**src/hw/rtl/espsa_pkg.sv**
```systemverilog
// Shared types and constants for the ESP security association lookup block.
package espsa_pkg;

    localparam int MAX_ENTRIES  = 16;
    localparam int IDX_W        = (MAX_ENTRIES > 1) ? $clog2(MAX_ENTRIES) : 1;
    localparam int CNT_W        = $clog2(MAX_ENTRIES + 1);
    localparam int HDR_BYTES    = 8;
    localparam int WINDOW_RESET = 64;

    typedef enum logic {
        FUNC_ADD = 1'b0,
        FUNC_PKT = 1'b1
    } t_func;

    typedef enum logic [2:0] {
        ST_OK      = 3'd0,
        ST_FULL    = 3'd1,
        ST_SHORT   = 3'd2,
        ST_NOENTRY = 3'd3,
        ST_SEQZERO = 3'd4,
        ST_REPLAY  = 3'd5,
        ST_OLD     = 3'd6
    } t_status;

    typedef enum logic [2:0] {
        ENG_IDLE,
        ENG_SCAN,
        ENG_EVAL,
        ENG_DONE
    } t_eng_state;

    typedef struct packed {
        t_func       func;
        logic [31:0] spi;
        logic [31:0] seq;
        logic [15:0] pkt_bytes;
        logic [7:0]  enc_id;
        logic [7:0]  auth_id;
    } t_item;

    typedef struct packed {
        t_status     status;
        logic [3:0]  entry_index;
        logic [7:0]  cipher_id;
        logic [7:0]  integrity_id;
        logic [15:0] body_len;
    } t_result;

    typedef struct packed {
        logic [31:0] spi;
        logic [7:0]  cipher;
        logic [7:0]  integrity;
        logic [31:0] last_seq;
    } t_entry;

    typedef struct packed {
        logic busy;
        logic done;
    } t_eng_stat;

    // Low four bits of a table address, zero-extended when the address is narrower.
    function automatic logic [3:0] idx_out(input logic [IDX_W-1:0] addr);
        logic [IDX_W+3:0] w;
        w = {4'b0000, addr};
        return w[3:0];
    endfunction

endpackage

```
**src/hw/rtl/espsa_req_if.sv**
```systemverilog
// Request channel: entry adds and packet headers.
interface espsa_req_if;
    logic        valid;
    logic        ready;
    logic        func;
    logic [31:0] spi;
    logic [31:0] seq;
    logic [15:0] pkt_bytes;
    logic [7:0]  enc_id;
    logic [7:0]  auth_id;

    modport source (
        output valid, func, spi, seq, pkt_bytes, enc_id, auth_id,
        input  ready
    );
    modport sink (
        input  valid, func, spi, seq, pkt_bytes, enc_id, auth_id,
        output ready
    );
endinterface

```
**src/hw/rtl/espsa_rsp_if.sv**
```systemverilog
// Response channel: one result word per request word.
interface espsa_rsp_if;
    logic        valid;
    logic        ready;
    logic [2:0]  status;
    logic [3:0]  entry_index;
    logic [7:0]  cipher_id;
    logic [7:0]  integrity_id;
    logic [15:0] body_len;

    modport source (
        output valid, status, entry_index, cipher_id, integrity_id, body_len,
        input  ready
    );
    modport sink (
        input  valid, status, entry_index, cipher_id, integrity_id, body_len,
        output ready
    );
endinterface

```
**src/hw/rtl/espsa_engine.sv**
```systemverilog
// Table memory with the add, search and sequence check sequencer.
module espsa_engine (
    input  logic               i_clk,
    input  logic               i_rst_n,
    input  logic               i_start,
    input  espsa_pkg::t_item   i_item,
    input  logic [31:0]        i_window,
    input  logic               i_take,
    output espsa_pkg::t_eng_stat o_stat,
    output espsa_pkg::t_result o_res
);
    import espsa_pkg::*;

    t_eng_state r_state, n_state;
    logic [CNT_W-1:0] r_count, n_count;
    logic [CNT_W-1:0] r_scan, n_scan;
    t_item   r_item, n_item;
    t_result r_res, n_res;

    t_entry           r_mem [MAX_ENTRIES];
    t_entry           r_rd;
    logic             rd_en;
    logic [IDX_W-1:0] rd_addr;
    logic             wr_en;
    logic [IDX_W-1:0] wr_addr;
    t_entry           wr_data;

    logic             hit;
    logic             last_entry;
    logic [CNT_W-1:0] scan_inc;
    logic [31:0]      seq_gap;

    assign hit        = (r_rd.spi == r_item.spi);
    assign scan_inc   = r_scan + CNT_W'(1);
    assign last_entry = (scan_inc >= r_count);
    assign seq_gap    = r_rd.last_seq - r_item.seq;

    always_ff @(posedge i_clk) begin
        if (wr_en) begin
            r_mem[wr_addr] <= wr_data;
        end
        if (rd_en) begin
            r_rd <= r_mem[rd_addr];
        end
    end

    always_ff @(posedge i_clk) begin
        if (!i_rst_n) begin
            r_state <= ENG_IDLE;
            r_count <= '0;
        end else begin
            r_state <= n_state;
            r_count <= n_count;
        end
    end

    always_ff @(posedge i_clk) begin
        r_scan <= n_scan;
        r_item <= n_item;
        r_res  <= n_res;
    end

    always_comb begin
        n_state = r_state;
        unique case (r_state)
            ENG_IDLE: begin
                if (i_start) begin
                    if (i_item.func == FUNC_ADD) begin
                        n_state = ENG_DONE;
                    end else if (i_item.pkt_bytes < 16'(HDR_BYTES) || r_count == '0) begin
                        n_state = ENG_DONE;
                    end else begin
                        n_state = ENG_SCAN;
                    end
                end
            end
            ENG_SCAN: begin
                if (hit) begin
                    n_state = ENG_EVAL;
                end else if (last_entry) begin
                    n_state = ENG_DONE;
                end
            end
            ENG_EVAL: begin
                n_state = ENG_DONE;
            end
            ENG_DONE: begin
                if (i_take) begin
                    n_state = ENG_IDLE;
                end
            end
            default: n_state = ENG_IDLE;
        endcase
    end

    always_comb begin
        n_count = r_count;
        n_scan  = r_scan;
        n_item  = r_item;
        n_res   = r_res;
        rd_en   = 1'b0;
        rd_addr = r_scan[IDX_W-1:0];
        wr_en   = 1'b0;
        wr_addr = r_scan[IDX_W-1:0];
        wr_data = r_rd;
        unique case (r_state)
            ENG_IDLE: begin
                if (i_start) begin
                    n_item  = i_item;
                    n_scan  = '0;
                    rd_en   = 1'b1;
                    rd_addr = '0;
                    n_res   = '0;
                    if (i_item.func == FUNC_ADD) begin
                        if (r_count >= CNT_W'(MAX_ENTRIES)) begin
                            n_res.status = ST_FULL;
                        end else begin
                            wr_en             = 1'b1;
                            wr_addr           = r_count[IDX_W-1:0];
                            wr_data.spi       = i_item.spi;
                            wr_data.cipher    = i_item.enc_id;
                            wr_data.integrity = i_item.auth_id;
                            wr_data.last_seq  = '0;
                            n_count           = r_count + CNT_W'(1);
                            n_res.status      = ST_OK;
                            n_res.entry_index = idx_out(r_count[IDX_W-1:0]);
                        end
                    end else if (i_item.pkt_bytes < 16'(HDR_BYTES)) begin
                        n_res.status = ST_SHORT;
                    end else begin
                        n_res.status = ST_NOENTRY;
                    end
                end
            end
            ENG_SCAN: begin
                // The read data stays put while the match is evaluated.
                if (!hit) begin
                    n_scan  = scan_inc;
                    rd_en   = 1'b1;
                    rd_addr = scan_inc[IDX_W-1:0];
                end
            end
            ENG_EVAL: begin
                n_res.entry_index  = idx_out(r_scan[IDX_W-1:0]);
                n_res.cipher_id    = r_rd.cipher;
                n_res.integrity_id = r_rd.integrity;
                n_res.body_len     = '0;
                if (r_item.seq == '0) begin
                    n_res.status = ST_SEQZERO;
                end else if (r_item.seq <= r_rd.last_seq) begin
                    n_res.status = (seq_gap < i_window) ? ST_REPLAY : ST_OLD;
                end else begin
                    wr_en              = 1'b1;
                    wr_data.last_seq   = r_item.seq;
                    n_res.status       = ST_OK;
                    n_res.body_len     = r_item.pkt_bytes - 16'(HDR_BYTES);
                end
            end
            ENG_DONE: begin
            end
            default: begin
            end
        endcase
    end

    assign o_stat.busy = (r_state != ENG_IDLE);
    assign o_stat.done = (r_state == ENG_DONE);
    assign o_res       = r_res;

endmodule

```
**src/hw/rtl/esp_sa_lookup_replay_check.sv**
```systemverilog
// Top level of the ESP security association lookup with anti-replay check.
//
// Request words on i_req either add a security association (func 0) or
// present a packet header (func 1). Each request word yields exactly one
// response word on o_rsp, in order. The user writes the replay window
// register through i_cfg_we / i_cfg_wdata only while the block is idle;
// the block itself does not enforce this.
//
// An add, a short packet or a packet met with an empty table goes straight
// from idle to the done state. Any other packet is searched for in the table
// from entry 0 until a match or the last filled entry; a match then passes
// through an evaluation state to check and write back the sequence number.
// The search reads one table entry per cycle from the table memory. The next
// request is taken once the previous response sits in the output register.
//
// Reset empties the table and sets the window to 64; the table memory is not
// cleared since only entries below the fill count are ever matched. A stalled
// receiver holds the response in the output register; the engine then keeps
// its finished result and takes no new request until the register frees.
module esp_sa_lookup_replay_check (
    input  logic        i_clk,
    input  logic        i_rst_n,
    espsa_req_if.sink   i_req,
    espsa_rsp_if.source o_rsp,
    input  logic        i_cfg_we,
    input  logic [31:0] i_cfg_wdata
);
    import espsa_pkg::*;

    logic [31:0] r_window;
    logic        r_out_valid, n_out_valid;
    t_result     r_res;
    t_item       item;
    t_eng_stat   stat;
    t_result     eng_res;
    logic        start;
    logic        take;

    assign item.func      = t_func'(i_req.func);
    assign item.spi       = i_req.spi;
    assign item.seq       = i_req.seq;
    assign item.pkt_bytes = i_req.pkt_bytes;
    assign item.enc_id    = i_req.enc_id;
    assign item.auth_id   = i_req.auth_id;

    assign i_req.ready = !stat.busy;
    assign start       = i_req.valid && !stat.busy;
    assign take        = stat.done && (!r_out_valid || o_rsp.ready);

    espsa_engine u_engine (
        .i_clk    (i_clk),
        .i_rst_n  (i_rst_n),
        .i_start  (start),
        .i_item   (item),
        .i_window (r_window),
        .i_take   (take),
        .o_stat   (stat),
        .o_res    (eng_res)
    );

    always_comb begin
        n_out_valid = r_out_valid;
        if (take) begin
            n_out_valid = 1'b1;
        end else if (o_rsp.ready) begin
            n_out_valid = 1'b0;
        end
    end

    always_ff @(posedge i_clk) begin
        if (!i_rst_n) begin
            r_window    <= 32'(WINDOW_RESET);
            r_out_valid <= 1'b0;
        end else begin
            if (i_cfg_we) begin
                r_window <= i_cfg_wdata;
            end
            r_out_valid <= n_out_valid;
        end
    end

    always_ff @(posedge i_clk) begin
        if (take) begin
            r_res <= eng_res;
        end
    end

    assign o_rsp.valid        = r_out_valid;
    assign o_rsp.status       = r_res.status;
    assign o_rsp.entry_index  = r_res.entry_index;
    assign o_rsp.cipher_id    = r_res.cipher_id;
    assign o_rsp.integrity_id = r_res.integrity_id;
    assign o_rsp.body_len     = r_res.body_len;

    // An accepted request always occupies the engine in the next cycle.
    a_start_busy: assert property (@(posedge i_clk) disable iff (!i_rst_n)
        start |=> stat.busy)
        else $error("engine not busy after a request was accepted");

    // A held response is never overwritten by the engine.
    a_hold_result: assert property (@(posedge i_clk) disable iff (!i_rst_n)
        r_out_valid && !o_rsp.ready |=> r_out_valid && $stable(r_res))
        else $error("held response changed");

    // Only an accepted packet carries a payload length.
    a_payload_ok: assert property (@(posedge i_clk) disable iff (!i_rst_n)
        r_out_valid && r_res.status != ST_OK |-> r_res.body_len == '0)
        else $error("payload length on a rejected word");

    // Table full, short packet and no-match words report no entry data.
    a_no_entry: assert property (@(posedge i_clk) disable iff (!i_rst_n)
        r_out_valid && (r_res.status == ST_FULL || r_res.status == ST_NOENTRY
            || r_res.status == ST_SHORT)
        |-> r_res.entry_index == '0 && r_res.cipher_id == '0
            && r_res.integrity_id == '0)
        else $error("entry data on a word without a matched entry");

endmodule
```
**src/flat_wrapper.sv**
```systemverilog
// flat-port wrapper written by rule: the top's interface ports become plain ports
module esp_sa_lookup_replay_check_flat import espsa_pkg::*;
  (i_clk, i_rst_n, i_cfg_we, i_cfg_wdata, i_req_valid, i_req_func, i_req_spi, i_req_seq, i_req_pkt_bytes, i_req_enc_id, i_req_auth_id, i_req_ready, o_rsp_valid, o_rsp_status, o_rsp_entry_index, o_rsp_cipher_id, o_rsp_integrity_id, o_rsp_body_len, o_rsp_ready);
  espsa_req_if i_req_i ();
  espsa_rsp_if o_rsp_i ();
  input  logic i_clk;
  input  logic i_rst_n;
  input  logic i_cfg_we;
  input  logic [31:0] i_cfg_wdata;
  input wire logic [$bits(i_req_i.valid)-1:0] i_req_valid;
  input wire logic [$bits(i_req_i.func)-1:0] i_req_func;
  input wire logic [$bits(i_req_i.spi)-1:0] i_req_spi;
  input wire logic [$bits(i_req_i.seq)-1:0] i_req_seq;
  input wire logic [$bits(i_req_i.pkt_bytes)-1:0] i_req_pkt_bytes;
  input wire logic [$bits(i_req_i.enc_id)-1:0] i_req_enc_id;
  input wire logic [$bits(i_req_i.auth_id)-1:0] i_req_auth_id;
  output wire logic [$bits(i_req_i.ready)-1:0] i_req_ready;
  output wire logic [$bits(o_rsp_i.valid)-1:0] o_rsp_valid;
  output wire logic [$bits(o_rsp_i.status)-1:0] o_rsp_status;
  output wire logic [$bits(o_rsp_i.entry_index)-1:0] o_rsp_entry_index;
  output wire logic [$bits(o_rsp_i.cipher_id)-1:0] o_rsp_cipher_id;
  output wire logic [$bits(o_rsp_i.integrity_id)-1:0] o_rsp_integrity_id;
  output wire logic [$bits(o_rsp_i.body_len)-1:0] o_rsp_body_len;
  input wire logic [$bits(o_rsp_i.ready)-1:0] o_rsp_ready;
  assign i_req_i.valid = i_req_valid;
  assign i_req_i.func = i_req_func;
  assign i_req_i.spi = i_req_spi;
  assign i_req_i.seq = i_req_seq;
  assign i_req_i.pkt_bytes = i_req_pkt_bytes;
  assign i_req_i.enc_id = i_req_enc_id;
  assign i_req_i.auth_id = i_req_auth_id;
  assign i_req_ready = i_req_i.ready;
  assign o_rsp_valid = o_rsp_i.valid;
  assign o_rsp_status = o_rsp_i.status;
  assign o_rsp_entry_index = o_rsp_i.entry_index;
  assign o_rsp_cipher_id = o_rsp_i.cipher_id;
  assign o_rsp_integrity_id = o_rsp_i.integrity_id;
  assign o_rsp_body_len = o_rsp_i.body_len;
  assign o_rsp_i.ready = o_rsp_ready;
  esp_sa_lookup_replay_check u_core (.i_clk(i_clk), .i_rst_n(i_rst_n), .i_req(i_req_i), .o_rsp(o_rsp_i), .i_cfg_we(i_cfg_we), .i_cfg_wdata(i_cfg_wdata));
endmodule
```
**config.mk**
```make
export PLATFORM = sky130hd
export DESIGN_NAME = esp_sa_lookup_replay_check_flat
export DESIGN_NICKNAME = d
export VERILOG_FILES = /design/src/hw/rtl/espsa_pkg.sv /design/src/hw/rtl/espsa_req_if.sv /design/src/hw/rtl/espsa_rsp_if.sv /design/src/hw/rtl/espsa_engine.sv /design/src/hw/rtl/esp_sa_lookup_replay_check.sv /design/src/flat_wrapper.sv
export SDC_FILE = /design/constraint.sdc
export NUM_CORES = 2
export LEC_CHECK = 0
export BUFFER_PORTS_ARGS = -buffer_cell sky130_fd_sc_hd__buf_4
export CAP_MARGIN = 25
export CORE_ASPECT_RATIO = 2
export CORE_MARGIN = 1
export CORE_UTILIZATION = 50
export DETAILED_ROUTE_END_ITERATION = 8
export GPL_ROUTABILITY_DRIVEN = 0
export PLACE_DENSITY = 0.69
export SLEW_MARGIN = 0
export SYNTH_ARGS = -nofsm -noshare
export SYNTH_HDL_FRONTEND = slang
export SYNTH_HIERARCHICAL = 1
export SYNTH_SLANG_ARGS = --single-unit
```
**constraint.sdc**
```tcl
create_clock -name i_clk -period 6.5 [get_ports i_clk]
set_clock_uncertainty 0.05 [all_clocks]
set_input_delay 1.3 -clock i_clk [delete_from_list [all_inputs] [get_ports i_clk]]
set_output_delay 1.3 -clock i_clk [all_outputs]
set_load 0.02 [all_outputs]
```
==> out/qor.csv <==
metric,value,unit
status,completed,
cellPowerDensity,492.5,nW/µm²
hp-class,reg2reg,
final_hold_viol_count,0,
fin_setup_tns,0,ns
gr-total-overflow,0,
cts_buffers,133,
vias_per_cell,5.979,
grt_antenna_before_repair,1,
dr.pass1.iters,7,
cts_tree,yes,
endpoint,u_core/u_engine/o_res[36],
period_minus_slack,5.335,ns
synth_nets,4675,
cp.required,6.96,ns
drc,0,
synth-main-ff-cell,edfxtp_1,
synth.avg_cell_area,14.17,µm²
path_max_fanout,9,
grt_pass1_vias,37670,
cts_sinks,1563,
io_pins,175,
rows,184,
cts_buffer_depth,3,
die_h,504.9,µm
yosys.area.top_type,edfxtp_1,
design_area,71050,µm²
synth_area,63240,µm²
cp-end-kind,flip-flop,
r2r_cells,19,
final_cell_mix,"1,523 x edfxtp_1, 988 x nand2_1, 279 x a21oi_1",
syn_to_final_growth,12.35,%
worstMarginPinSlew,1.112,ns
grtUsageTotal,25.58,%
root_buffer,clkbuf_16,
post-route-util,56.63,%
r2r_end,u_core/u_engine/o_res[36],
reg2reg_slack,1.17,ns
setup_viol,0,
r2r-start,u_core/u_engine/r_item[44],
die-area,128000,µm²
clockPowerShare,22.6,%
finalMaxSlewViolations,0,
cp.arrival,5.80,ns
cp_top_family,simple AND/OR/NAND/NOR gates,
initial_core_util,50.40,%
async_flop_share,0,%
yosysTopAreaCellShare,72.32,%
p_leak,25.00,nW
seq_area_frac_synth,73.59,%
antenna_left,0,
worstSetupPathType,reg2reg,
synth_cell_types,68,
path_buf_inv,1,
wl_per_cell,25.57,µm
ir_drop,0.4047,mV
post-route-period-util,82.07,%
vias,38350,
p_sw,12.84,mW
clk_latency,0.77,ns
dieWidth,253.5,µm
ctsHtreeMaxLevel,4,
nFillCells,9656,
crit_slowest_cell,nor4_1,
worstPathCellList,inv_1 > ha_1 > nand3_1 > nor4_1 > o21a_1 > o31ai_1 > a21oi_1 > o21ai_0 > a21boi_0 > nor4_1 > a311o_1 > ha_1 > nand4_1 > nor2_1 > nor4b_1 > nand2_1 > nor2_1 > o31a_1 > o21ai_0,
crit_cells,19,
drive_gt1_share,10.72,%
io_buffers,174,
final_common_cell,edfxtp_1,
critPathMaxStageDelay,0.77,ns
grt_setup_unrepaired,false,
syn_inst,4464,
postCtsSetupBuffers,0,
drt-total-wl,164000,µm
cap_violations,0,
place_hpwl,91920,µm
clock.fmax,187.5,MHz
clk_pin_slew,0.07,ns
ys_top_cells_by_area,"edfxtp_1 72%, nand2_1 5.9%, mux2i_1 4.3%, a21oi_1 2.2%, nand3_1 2.0%",
drt_iter0_markers,3921,
synth_edf_count,1523,
holdBufCountCts,0,
p_int,22.16,mW
cts_resized,0,
critPathLaunch,u_core/u_engine/r_item[44],
core-area,125500,µm²
swShare,36.68,%
grt_start_max_net_pins,169,
grt_pass1_wl,238700,µm
p_seq_share,41.6,%
synth-seq-cells,1563,
cp-start-kind,flip-flop,
yosys_warnings,6,
nNetsFinal,4844,
placed_area,66760,µm²
combPwrFrac,35.8,%
maxSlewHeadroom,25.89,%
## per-layer routing
layer,vias to the layer above,routed length [µm],GRT usage [%]
met5,-,0,0
met4,0,6048,10.21
met3,338,12570,3.633
met2,1920,84270,44.54
met1,19150,61120,31.90
li1,16940,-,-
## cell families after synthesis
family	after synthesis	synth area share, %
AOI/OAI and AO/OA	680	7.160
xor gates and xnor gates	72	0.9972
adders and majority gates	77	1.535
buffers and inverters	335	2.487
DFF	1563	73.59
muxes	276	4.373
and+or+nand+nor	1461	9.861
## power groups by stage
stage          clock (mW)  combinational [mW]  sequential (mW)
2_1_floorplan           0                8.47             14.5
6_report             7.89                12.5             14.6
3_5_place_dp            0                12.4             14.8
5_1_grt              8.33                13.5             14.6
3_3_place_gp            0                12.2             14.7
4_1_cts              7.99                12.5             14.5
## cells in the mapped netlist, types with 37 or more instances
master,count
a211oi_1,81
o22ai_1,79
nor2b_1,50
a21oi_1,280
nand2_1,991
edfxtp_1,1523
xor2_1,43
ha_1,76
nand3_1,259
a221o_1,80
dfxtp_1,40
inv_1,95
mux2i_1,274
o21ai_0,38
nor2_1,45
buf_2,72
and2_1,37
clkbuf_1,120
## worst min-delay path by stage
stage	slack [ns]	start	depth (start not counted)	endpoint
floorplan	0.35	u_core/u_engine/o_res[0]	0	u_core/o_rsp.body_len[0]
global placement	0.35	u_core/u_engine/o_res[10]	0	u_core/o_rsp.body_len[10]
detailed placement	0.36	u_core/u_engine/o_res[6]	0	u_core/o_rsp.body_len[6]
CTS	0.37	u_core/u_engine/o_res[19]	0	u_core/o_rsp.integrity_id[3]
global route	0.37	u_core/u_engine/o_res[27]	0	u_core/o_rsp.cipher_id[3]
finish	0.37	u_core/u_engine/o_res[19]	0	u_core/o_rsp.integrity_id[3]
## flip-flops by register name, indices dropped and copies added, names as in the netlist
name,count
u_core/u_engine/r_item,80
u_core/o_rsp.entry_index,4
u_core/o_rsp.valid,1
u_core/o_rsp.body_len,16
u_core/o_rsp.cipher_id,8
u_core/u_engine/r_mem,1280
u_core/r_window,32
u_core/u_engine/r_state,2
u_core/u_engine/o_res,39
u_core/u_engine/r_count,5
u_core/o_rsp.status,3
u_core/u_engine/r_scan,5
u_core/u_engine/r_rd,80
u_core/o_rsp.integrity_id,8
## cell type report
class	instances	area (µm²)	area share (%)
repair buffers	274	2461	3.464
well taps	1674	2095	2.948
diodes	1	2.502	0.003522
multi-input cells	2566	15310	21.55
flip-flops and latches	1563	46530	65.50
inverters	95	359.1	0.5054
clock buffers	171	3641	5.125
clock inverters	70	643.1	0.9052
## through the flow
stage | setup slack, ns | hold WS, ns | total power [mW] | instances
6_report | 1.165 | 0.3655 | 34.99 | 6414
5_1_grt | 0.9644 | 0.3718 | 36.49 | 6414
4_1_cts | 1.219 | 0.3664 | 35.03 | 6413
3_5_place_dp | 1.239 | 0.3561 | 27.19 | 6172
3_3_place_gp | 1.071 | 0.3508 | 26.92 | 6170
2_1_floorplan | 0.05358 | 0.3503 | 23.00 | 4464
(Power assumes the default switching activity.)
